`src/hw/rtl/dilf_pkg.sv`:
```
// Shared widths, register indexes and result codes for the descriptor index free list.
package dilf_pkg;

  localparam int unsigned SLOT_W     = 6;
  localparam int unsigned HANDLE_W   = 64;
  localparam int unsigned STRIDE_W   = 12;
  localparam int unsigned COUNT_W    = 7;
  localparam int unsigned CFG_IDX_W  = 3;
  localparam int unsigned CFG_DATA_W = 64;
  localparam int unsigned STATUS_W   = 2;

  localparam logic [CFG_IDX_W-1:0] CFG_HEAP_ENABLE = 3'd0;
  localparam logic [CFG_IDX_W-1:0] CFG_DESC_COUNT  = 3'd1;
  localparam logic [CFG_IDX_W-1:0] CFG_CPU_BASE    = 3'd2;
  localparam logic [CFG_IDX_W-1:0] CFG_GPU_BASE    = 3'd3;
  localparam logic [CFG_IDX_W-1:0] CFG_SLOT_STRIDE = 3'd4;

  localparam logic REQ_ALLOC = 1'b0;
  localparam logic REQ_FREE  = 1'b1;

  localparam logic [COUNT_W-1:0] DESC_COUNT_RESET = 7'd16;

  typedef enum logic [STATUS_W-1:0] {
    ST_ALLOC_OK     = 2'd0,
    ST_ALLOC_FAIL   = 2'd1,
    ST_FREE_OK      = 2'd2,
    ST_FREE_IGNORED = 2'd3
  } status_e;

endpackage

```
`src/hw/rtl/dilf_ram.sv`:
```
// Generic single-write, single-read RAM with registered read data.
module dilf_ram #(
  parameter int unsigned WIDTH = 8,
  parameter int unsigned DEPTH = 64
) (
  input  logic                     clk_i,
  input  logic                     we_i,
  input  logic [$clog2(DEPTH)-1:0] waddr_i,
  input  logic [WIDTH-1:0]         wdata_i,
  input  logic                     re_i,
  input  logic [$clog2(DEPTH)-1:0] raddr_i,
  output logic [WIDTH-1:0]         rdata_o
);

  logic [WIDTH-1:0] mem_q [DEPTH];
  logic [WIDTH-1:0] rdata_q;

  always_ff @(posedge clk_i) begin
    if (we_i) begin
      mem_q[waddr_i] <= wdata_i;
    end
    if (re_i) begin
      rdata_q <= mem_q[raddr_i];
    end
  end

  assign rdata_o = rdata_q;

endmodule

```
`src/hw/rtl/descriptor_index_free_list_top.sv`:
```
// Descriptor slot allocator: LIFO free list of slot indices held in a synchronous RAM.
// Allocate: stack RAM read, index*stride, base add, then the result goes to the output register.
// Free: base subtract, range check, bit-per-cycle divider over IW = clog2(MAX_DESCRIPTORS) bits, push.
// One item is in flight at a time; the next is taken once the result is in the output register.
// Reset empties the stack and loads register defaults; writing heap_enable=1 reloads the
// stack at once through a fill mark, so no clearing pass runs and the RAM is never swept.
module descriptor_index_free_list_top
  import dilf_pkg::*;
#(
  parameter int unsigned MAX_DESCRIPTORS = 64
) (
  input  logic                  clk_i,
  input  logic                  rst_ni,
  // configuration
  input  logic                  cfg_we_i,
  input  logic [CFG_IDX_W-1:0]  cfg_index_i,
  input  logic [CFG_DATA_W-1:0] cfg_wdata_i,
  // request channel
  input  logic                  in_valid_i,
  output logic                  in_stall_o,
  input  logic                  req_type_i,
  input  logic [HANDLE_W-1:0]   cpu_handle_in_i,
  input  logic [HANDLE_W-1:0]   gpu_handle_in_i,
  // result channel
  output logic                  out_valid_o,
  input  logic                  out_stall_i,
  output logic [STATUS_W-1:0]   status_o,
  output logic [SLOT_W-1:0]     slot_index_o,
  output logic [HANDLE_W-1:0]   cpu_handle_out_o,
  output logic [HANDLE_W-1:0]   gpu_handle_out_o
);

  localparam int unsigned IW   = $clog2(MAX_DESCRIPTORS);
  localparam int unsigned DW   = $clog2(MAX_DESCRIPTORS + 1);
  localparam int unsigned RW   = IW + STRIDE_W;
  localparam int unsigned CW   = $clog2(IW + 1);
  localparam int unsigned LIMW = DW + STRIDE_W;
  localparam int unsigned CMPW = (DW > COUNT_W) ? DW : COUNT_W;

  localparam logic [DW-1:0]   MAX_D   = DW'(MAX_DESCRIPTORS);
  localparam logic [CMPW-1:0] MAX_CMP = CMPW'(MAX_DESCRIPTORS);

  typedef enum logic [2:0] {
    S_IDLE,
    S_ALOOK,
    S_AADD,
    S_FSUB,
    S_FCHK,
    S_FDIV,
    S_FPUSH,
    S_DONE
  } state_e;

  // control state
  state_e                state_q, state_d;
  logic                  enable_q, enable_d;
  logic [COUNT_W-1:0]    count_q, count_d;
  logic [HANDLE_W-1:0]   cpu_base_q, cpu_base_d;
  logic [HANDLE_W-1:0]   gpu_base_q, gpu_base_d;
  logic [STRIDE_W-1:0]   stride_q, stride_d;
  logic [DW-1:0]         depth_q, depth_d;
  logic [DW-1:0]         low_q, low_d;      // entries below this still hold their reload value
  logic [DW-1:0]         load_n_q, load_n_d;
  logic                  out_valid_q, out_valid_d;

  // datapath
  logic [IW-1:0]         pos_q, pos_d;
  logic [HANDLE_W-1:0]   cpu_h_q, cpu_h_d;
  logic [HANDLE_W-1:0]   gpu_h_q, gpu_h_d;
  logic                  cbor_q, cbor_d;
  logic                  gbor_q, gbor_d;
  logic [RW-1:0]         crem_q, crem_d;
  logic [RW-1:0]         grem_q, grem_d;
  logic [RW-1:0]         dv_q, dv_d;
  logic [IW-1:0]         cq_q, cq_d;
  logic [IW-1:0]         gq_q, gq_d;
  logic [CW-1:0]         step_q, step_d;
  logic [RW-1:0]         prod_q, prod_d;
  logic [IW-1:0]         idx_q, idx_d;
  status_e               res_status_q, res_status_d;
  logic [IW-1:0]         res_idx_q, res_idx_d;
  logic [HANDLE_W-1:0]   res_cpu_q, res_cpu_d;
  logic [HANDLE_W-1:0]   res_gpu_q, res_gpu_d;
  logic [STATUS_W-1:0]   status_q, status_d;
  logic [SLOT_W-1:0]     slot_q, slot_d;
  logic [HANDLE_W-1:0]   cpu_out_q, cpu_out_d;
  logic [HANDLE_W-1:0]   gpu_out_q, gpu_out_d;

  // stack RAM
  logic                  mem_we, mem_re;
  logic [IW-1:0]         mem_waddr, mem_raddr, mem_wdata, mem_rdata;

  logic                  in_acc, out_acc;
  logic [CMPW-1:0]       cnt_cmp;
  logic [DW-1:0]         reload_n;
  logic [LIMW-1:0]       lim;
  logic [HANDLE_W:0]     csub, gsub;
  logic                  cbit, gbit;
  logic [IW-1:0]         look_idx;

  dilf_ram #(
    .WIDTH (IW),
    .DEPTH (MAX_DESCRIPTORS)
  ) u_stack (
    .clk_i   (clk_i),
    .we_i    (mem_we),
    .waddr_i (mem_waddr),
    .wdata_i (mem_wdata),
    .re_i    (mem_re),
    .raddr_i (mem_raddr),
    .rdata_o (mem_rdata)
  );

  assign in_stall_o = (state_q != S_IDLE);
  assign in_acc     = in_valid_i && (state_q == S_IDLE);
  assign out_acc    = out_valid_q && !out_stall_i;

  assign mem_re    = in_acc && (req_type_i == REQ_ALLOC) && enable_q && (depth_q != '0);
  assign mem_raddr = IW'(depth_q - DW'(1));
  assign mem_we    = (state_q == S_FPUSH) && (cq_q == gq_q);
  assign mem_waddr = IW'(depth_q);
  assign mem_wdata = cq_q;

  assign cnt_cmp  = CMPW'(count_q);
  assign reload_n = (cnt_cmp > MAX_CMP) ? MAX_D : DW'(cnt_cmp);
  // every offset below MAX*stride divides to an index that fits the stack
  assign lim      = LIMW'(MAX_DESCRIPTORS) * LIMW'(stride_q);
  assign csub     = {1'b0, cpu_h_q} - {1'b0, cpu_base_q};
  assign gsub     = {1'b0, gpu_h_q} - {1'b0, gpu_base_q};
  assign cbit     = (crem_q >= dv_q);
  assign gbit     = (grem_q >= dv_q);
  // entries under the fill mark were never overwritten since reload: value is n-1-pos
  assign look_idx = (DW'(pos_q) < low_q) ? IW'(load_n_q - DW'(1) - DW'(pos_q)) : mem_rdata;

  always_comb begin
    state_d      = state_q;
    enable_d     = enable_q;
    count_d      = count_q;
    cpu_base_d   = cpu_base_q;
    gpu_base_d   = gpu_base_q;
    stride_d     = stride_q;
    depth_d      = depth_q;
    low_d        = low_q;
    load_n_d     = load_n_q;
    out_valid_d  = out_valid_q && !out_acc;
    pos_d        = pos_q;
    cpu_h_d      = cpu_h_q;
    gpu_h_d      = gpu_h_q;
    cbor_d       = cbor_q;
    gbor_d       = gbor_q;
    crem_d       = crem_q;
    grem_d       = grem_q;
    dv_d         = dv_q;
    cq_d         = cq_q;
    gq_d         = gq_q;
    step_d       = step_q;
    prod_d       = prod_q;
    idx_d        = idx_q;
    res_status_d = res_status_q;
    res_idx_d    = res_idx_q;
    res_cpu_d    = res_cpu_q;
    res_gpu_d    = res_gpu_q;
    status_d     = status_q;
    slot_d       = slot_q;
    cpu_out_d    = cpu_out_q;
    gpu_out_d    = gpu_out_q;

    unique case (state_q)
      S_IDLE: begin
        if (in_acc) begin
          res_idx_d = '0;
          res_cpu_d = '0;
          res_gpu_d = '0;
          cpu_h_d   = cpu_handle_in_i;
          gpu_h_d   = gpu_handle_in_i;
          if (req_type_i == REQ_ALLOC) begin
            if (mem_re) begin
              depth_d = depth_q - DW'(1);
              pos_d   = mem_raddr;
              state_d = S_ALOOK;
            end else begin
              res_status_d = ST_ALLOC_FAIL;
              state_d      = S_DONE;
            end
          end else begin
            if (enable_q && (stride_q != '0)) begin
              state_d = S_FSUB;
            end else begin
              res_status_d = ST_FREE_IGNORED;
              state_d      = S_DONE;
            end
          end
        end
      end
      S_ALOOK: begin
        idx_d   = look_idx;
        prod_d  = RW'(look_idx) * RW'(stride_q);
        state_d = S_AADD;
      end
      S_AADD: begin
        res_status_d = ST_ALLOC_OK;
        res_idx_d    = idx_q;
        res_cpu_d    = cpu_base_q + HANDLE_W'(prod_q);
        res_gpu_d    = gpu_base_q + HANDLE_W'(prod_q);
        state_d      = S_DONE;
      end
      S_FSUB: begin
        cpu_h_d = csub[HANDLE_W-1:0];
        gpu_h_d = gsub[HANDLE_W-1:0];
        cbor_d  = csub[HANDLE_W];
        gbor_d  = gsub[HANDLE_W];
        state_d = S_FCHK;
      end
      S_FCHK: begin
        if (!cbor_q && !gbor_q && (cpu_h_q < HANDLE_W'(lim)) && (gpu_h_q < HANDLE_W'(lim))
            && (depth_q < MAX_D)) begin
          crem_d  = RW'(cpu_h_q);
          grem_d  = RW'(gpu_h_q);
          dv_d    = RW'(stride_q) << (IW - 1);
          cq_d    = '0;
          gq_d    = '0;
          step_d  = CW'(IW - 1);
          state_d = S_FDIV;
        end else begin
          res_status_d = ST_FREE_IGNORED;
          state_d      = S_DONE;
        end
      end
      S_FDIV: begin
        // restoring division, one quotient bit per cycle for both handles
        if (cbit) crem_d = crem_q - dv_q;
        if (gbit) grem_d = grem_q - dv_q;
        cq_d = (cq_q << 1) | IW'(cbit);
        gq_d = (gq_q << 1) | IW'(gbit);
        dv_d = dv_q >> 1;
        if (step_q == '0) begin
          state_d = S_FPUSH;
        end else begin
          step_d = step_q - CW'(1);
        end
      end
      S_FPUSH: begin
        if (cq_q == gq_q) begin
          depth_d      = depth_q + DW'(1);
          low_d        = (depth_q < low_q) ? depth_q : low_q;
          res_status_d = ST_FREE_OK;
          res_idx_d    = cq_q;
        end else begin
          res_status_d = ST_FREE_IGNORED;
        end
        state_d = S_DONE;
      end
      S_DONE: begin
        if (!out_valid_q || out_acc) begin
          out_valid_d = 1'b1;
          status_d    = res_status_q;
          slot_d      = SLOT_W'(res_idx_q);
          cpu_out_d   = res_cpu_q;
          gpu_out_d   = res_gpu_q;
          state_d     = S_IDLE;
        end
      end
      default: state_d = S_IDLE;
    endcase

    if (cfg_we_i) begin
      case (cfg_index_i)
        CFG_HEAP_ENABLE: begin
          enable_d = cfg_wdata_i[0];
          if (cfg_wdata_i[0]) begin
            depth_d  = reload_n;
            low_d    = reload_n;
            load_n_d = reload_n;
          end
        end
        CFG_DESC_COUNT:  count_d    = cfg_wdata_i[COUNT_W-1:0];
        CFG_CPU_BASE:    cpu_base_d = cfg_wdata_i[HANDLE_W-1:0];
        CFG_GPU_BASE:    gpu_base_d = cfg_wdata_i[HANDLE_W-1:0];
        CFG_SLOT_STRIDE: stride_d   = cfg_wdata_i[STRIDE_W-1:0];
        default: ;
      endcase
    end
  end

  always_ff @(posedge clk_i or negedge rst_ni) begin
    if (!rst_ni) begin
      state_q     <= S_IDLE;
      enable_q    <= 1'b0;
      count_q     <= DESC_COUNT_RESET;
      cpu_base_q  <= '0;
      gpu_base_q  <= '0;
      stride_q    <= '0;
      depth_q     <= '0;
      low_q       <= '0;
      load_n_q    <= '0;
      out_valid_q <= 1'b0;
    end else begin
      state_q     <= state_d;
      enable_q    <= enable_d;
      count_q     <= count_d;
      cpu_base_q  <= cpu_base_d;
      gpu_base_q  <= gpu_base_d;
      stride_q    <= stride_d;
      depth_q     <= depth_d;
      low_q       <= low_d;
      load_n_q    <= load_n_d;
      out_valid_q <= out_valid_d;
    end
  end

  always_ff @(posedge clk_i) begin
    pos_q        <= pos_d;
    cpu_h_q      <= cpu_h_d;
    gpu_h_q      <= gpu_h_d;
    cbor_q       <= cbor_d;
    gbor_q       <= gbor_d;
    crem_q       <= crem_d;
    grem_q       <= grem_d;
    dv_q         <= dv_d;
    cq_q         <= cq_d;
    gq_q         <= gq_d;
    step_q       <= step_d;
    prod_q       <= prod_d;
    idx_q        <= idx_d;
    res_status_q <= res_status_d;
    res_idx_q    <= res_idx_d;
    res_cpu_q    <= res_cpu_d;
    res_gpu_q    <= res_gpu_d;
    status_q     <= status_d;
    slot_q       <= slot_d;
    cpu_out_q    <= cpu_out_d;
    gpu_out_q    <= gpu_out_d;
  end

  assign out_valid_o      = out_valid_q;
  assign status_o         = status_q;
  assign slot_index_o     = slot_q;
  assign cpu_handle_out_o = cpu_out_q;
  assign gpu_handle_out_o = gpu_out_q;

endmodule
```
`config.mk`:
```
export PLATFORM = sky130hd
export DESIGN_NAME = descriptor_index_free_list_top
export DESIGN_NICKNAME = d
export VERILOG_FILES = /design/src/hw/rtl/dilf_pkg.sv /design/src/hw/rtl/dilf_ram.sv /design/src/hw/rtl/descriptor_index_free_list_top.sv
export SDC_FILE = /design/constraint.sdc
export NUM_CORES = 2
export LEC_CHECK = 0
export ABC_CLOCK_PERIOD_IN_PS = 21200
export BUFFER_PORTS_ARGS = -buffer_cell sky130_fd_sc_hd__buf_2
export CORE_UTILIZATION = 60
export CTS_CLUSTER_SIZE = 14
export DETAILED_ROUTE_END_ITERATION = 10
export PLACE_DENSITY_LB_ADDON = 0.08
export SETUP_SLACK_MARGIN = 0.4
export SYNTH_ARGS = -nofsm -noshare
export SYNTH_HDL_FRONTEND = slang
export SYNTH_SLANG_ARGS = --single-unit
```
`constraint.sdc`:
```
create_clock -name clk_i -period 21.2 [get_ports clk_i]
set_clock_uncertainty 0.1 [all_clocks]
set_input_delay 2.12 -clock clk_i [delete_from_list [all_inputs] [get_ports clk_i]]
set_output_delay 2.12 -clock clk_i [all_outputs]
set_load 0.01 [all_outputs]
```
==> flow_summary.yaml <==
cts:
  postCtsSetupRepairBufs: 0
  clkSinkCount: 1062
  cts_resized: 0
  clk-insertion-delay-late_ns: 0.72
  cts_buffers: 111
  clk_path_buf_depth: 3
  cts_root_buffer: "clkbuf_16"
  cts_hold_buf: 0
  clk_pin_slew_ns: 0.06
  cts_tree: "done"
  htree_num_levels: 3
layout:
  fin_cells: 6432
  final_common_cell: "edfxtp_1"
  fillCellCount: 6923
  area.growth.synth_to_final_pct: 11.99
  drive_gt1_share_pct: 15.90
  regArea_mm2: 0.03103
  final_nets: 5597
  layout_common_cells: "edfxtp_1 (890), nand2_1 (501), buf_2 (337)"
  multi_input_comb_area_mm2: 0.02357
worst_setup_path:
  required_ns: 21.68
  worst-path-buf-inv: 3
  reg2reg_from: "pos_q[1]"
  criticalPathCategory: "register to register"
  path_common_cell: "a21oi_1"
  cp_max_fo: 13
  slowest_stage: "fa_1"
  end_kind: "register"
  cp-start-kind: "register"
  critical-path-top-delay-family: "compound AO/OA/AOI/OAI gates"
  cp.arrival_ns: 7.19
  crit_path_max_incr_delay_ns: 0.55
  setup.worst_path.start: "pos_q[1]"
die:
  initial_core_util_pct: 60.62
  ios: 339
  die_y_um: 309.1
  die_area_mm2: 0.09553
  die_w_um: 309.1
  rows: 112
  core_mm2: 0.09333
outcome:
  status: "finished, final reports clean"
synth:
  synth.top_cells.by_area: "edfxtp_1 (47%), dfrtp_1 (7.6%), ha_1 (5.9%)"
  synth_cell_type_count: 101
  synth_edf_count: 890
  yosysTopAreaCellShare_pct: 47.24
  ys_seq_area_share_pct: 54.85
  synth_area_leader_cell: "edfxtp_1"
  synth_fp_nets: 5315
  synth_cells: 4799
  synth.yosys.warnings: 0
  synth_area_mm2: 0.05658
  ys_seq_elements: 1062
  async_flop_share_pct: 16.20
  ys.flop_type: "edfxtp_1"
  synth_area_per_cell_um2: 11.79
timing:
  finalSetupViolCount: 0
  post-route-period-util_pct: 31.62
  setup_tns_ns: 0
  hold_violations: 0
  fin_crit_ns: 6.704
  hold_slack_ns: 0.3153
  worst_slew_pin_slew_ns: 1.240
  finalMaxSlewViolations: 0
  max_freq_ghz: 0.1492
  setup_ws_ns: 14.50
  relSlewSlack_pct: 16.55
  rsz0062_at_grt: "no"
grt:
  grt_pass1_vias: 38190
  antenna_found_initial: 9
  grt_max_degree: 138
  grtUsageTotal_pct: 33.19
  grt_pass1_wl_um: 235700
  grt_overflow: 0
power:
  power_density_mw_per_mm2: 150.4
  max-vdd-ir-drop_mv: 0.2469
  cellLeakagePower_nw: 24.89
route:
  avgViaCountPerCell: 6.241
  wl_met1_um: 66660
  routedWlPerCell_um: 24.54
  top_layer: "met5"
  drtIter0Drc: 4139
  wl_met2_um: 73170
  antenna_left: 0
  totalWireLength_um: 157800
  drc: 0
  first_pass_iters: 5
  vias: 40150
  dr_wl_met3_um: 12900
min_path:
  holdCritStartpoint: "res_gpu_q[48]"
  hp-class: "register to register"
placed_design:
  io_buffers: 338
  dp.cells: 6222
  place.gp.congestion: 0.9653
  pre_cts_ws_ns: 14.48
  dp_hpwl_um: 115300
flow_run:
  maxCapViolations: 0
[path summary, 6_finish.rpt]
kind,to,cells after the start,slack [ns]
max,prod_q[17],27,14.50
min,gpu_handle_out_o[48],0,0.32
max reg2reg,prod_q[17],27,14.50
min reg2reg,gpu_handle_out_o[48],0,0.32
max in group asynchronous,depth_q[0],2,18.37
min in group asynchronous,gpu_base_q[50],1,1.28
[Yosys cell counts, drive strengths merged (10+ instances only)]
| library cell | n |
|---|---|
| xor2 | 75 |
| o31ai | 41 |
| a21o | 134 |
| o211ai | 34 |
| nand4 | 60 |
| o21ai | 334 |
| clkbuf | 177 |
| mux4 | 108 |
| edfxtp | 890 |
| a31oi | 22 |
| o21a | 43 |
| nand3 | 77 |
| and3 | 31 |
| and2 | 40 |
| buf | 32 |
| xnor2 | 129 |
| mux2i | 90 |
| a211o | 12 |
| or4 | 16 |
| nor3b | 10 |
| nand2b | 32 |
| nor2 | 326 |
| o311ai | 12 |
| and4 | 14 |
| or2 | 21 |
| or3 | 34 |
| ha | 267 |
| inv | 320 |
| a21oi | 234 |
| a2111oi | 13 |
| nor2b | 39 |
| fa | 48 |
| mux2 | 77 |
| dfrtp | 171 |
| nand2 | 505 |
| nor3 | 83 |
| a211oi | 34 |
| a21boi | 19 |
| o21bai | 39 |
| nor4 | 53 |
[flip-flops by register name (all words and copies together) (netlist names), 18 cells and up]
register,count
cpu_base_q,64
cpu_h_q,64
cpu_handle_out_o,64
crem_q,18
gpu_base_q,64
gpu_h_q,64
gpu_handle_out_o,64
grem_q,18
prod_q,18
res_cpu_q,64
res_gpu_q,64
u_stack.mem_q,384
[where the power goes]
group | leakage [nW] | switching, W | internal [W]
clock network | 1.90 | 0.000855 | 0.00124
logic | 12.8 | 0.00261 | 0.00167
registers | 10.2 | 0.000266 | 0.00289
[final cells by class]
type                    instances  share of cell area [%]
flip-flops and latches       1062                   48.98
multi-input cells            3199                   37.20
clock buffers                 143                   4.653
repair buffers                380                   3.201
well taps                    1254                   2.476
inverters                     327                   1.937
clock inverters                66                   1.548
diodes                          1                0.003950
[cells by family after synthesis]
family	after synthesis	synth area share, %
simple gates	1354	11.23
flops	1062	54.85
compound gates	1051	12.01
buf+inv	538	3.737
fa+ha+maj	315	7.603
mux	275	7.424
xor+xnor	204	3.158
[metal layers]
layer  global-route usage [%]  vias to the layer above
met5                        0                        -
met4                    10.70                       10
met3                    5.090                      262
met2                    52.25                     1703
met1                    47.53                    19890
li1                         -                    18280
[per-stage QoR]
step / util [%] / power, W / instance area (µm²)
final: 67.89 / 0.009530 / 63360
after global routing: 67.89 / 0.01007 / 63360
after CTS: 67.89 / 0.009519 / 63360
after detailed placement: 63.68 / 0.007400 / 59430
after global placement: 63.68 / 0.007334 / 59430
after floorplan: - / 0.006208 / 56580
Note: power is estimated with default switching activity, not from simulation.
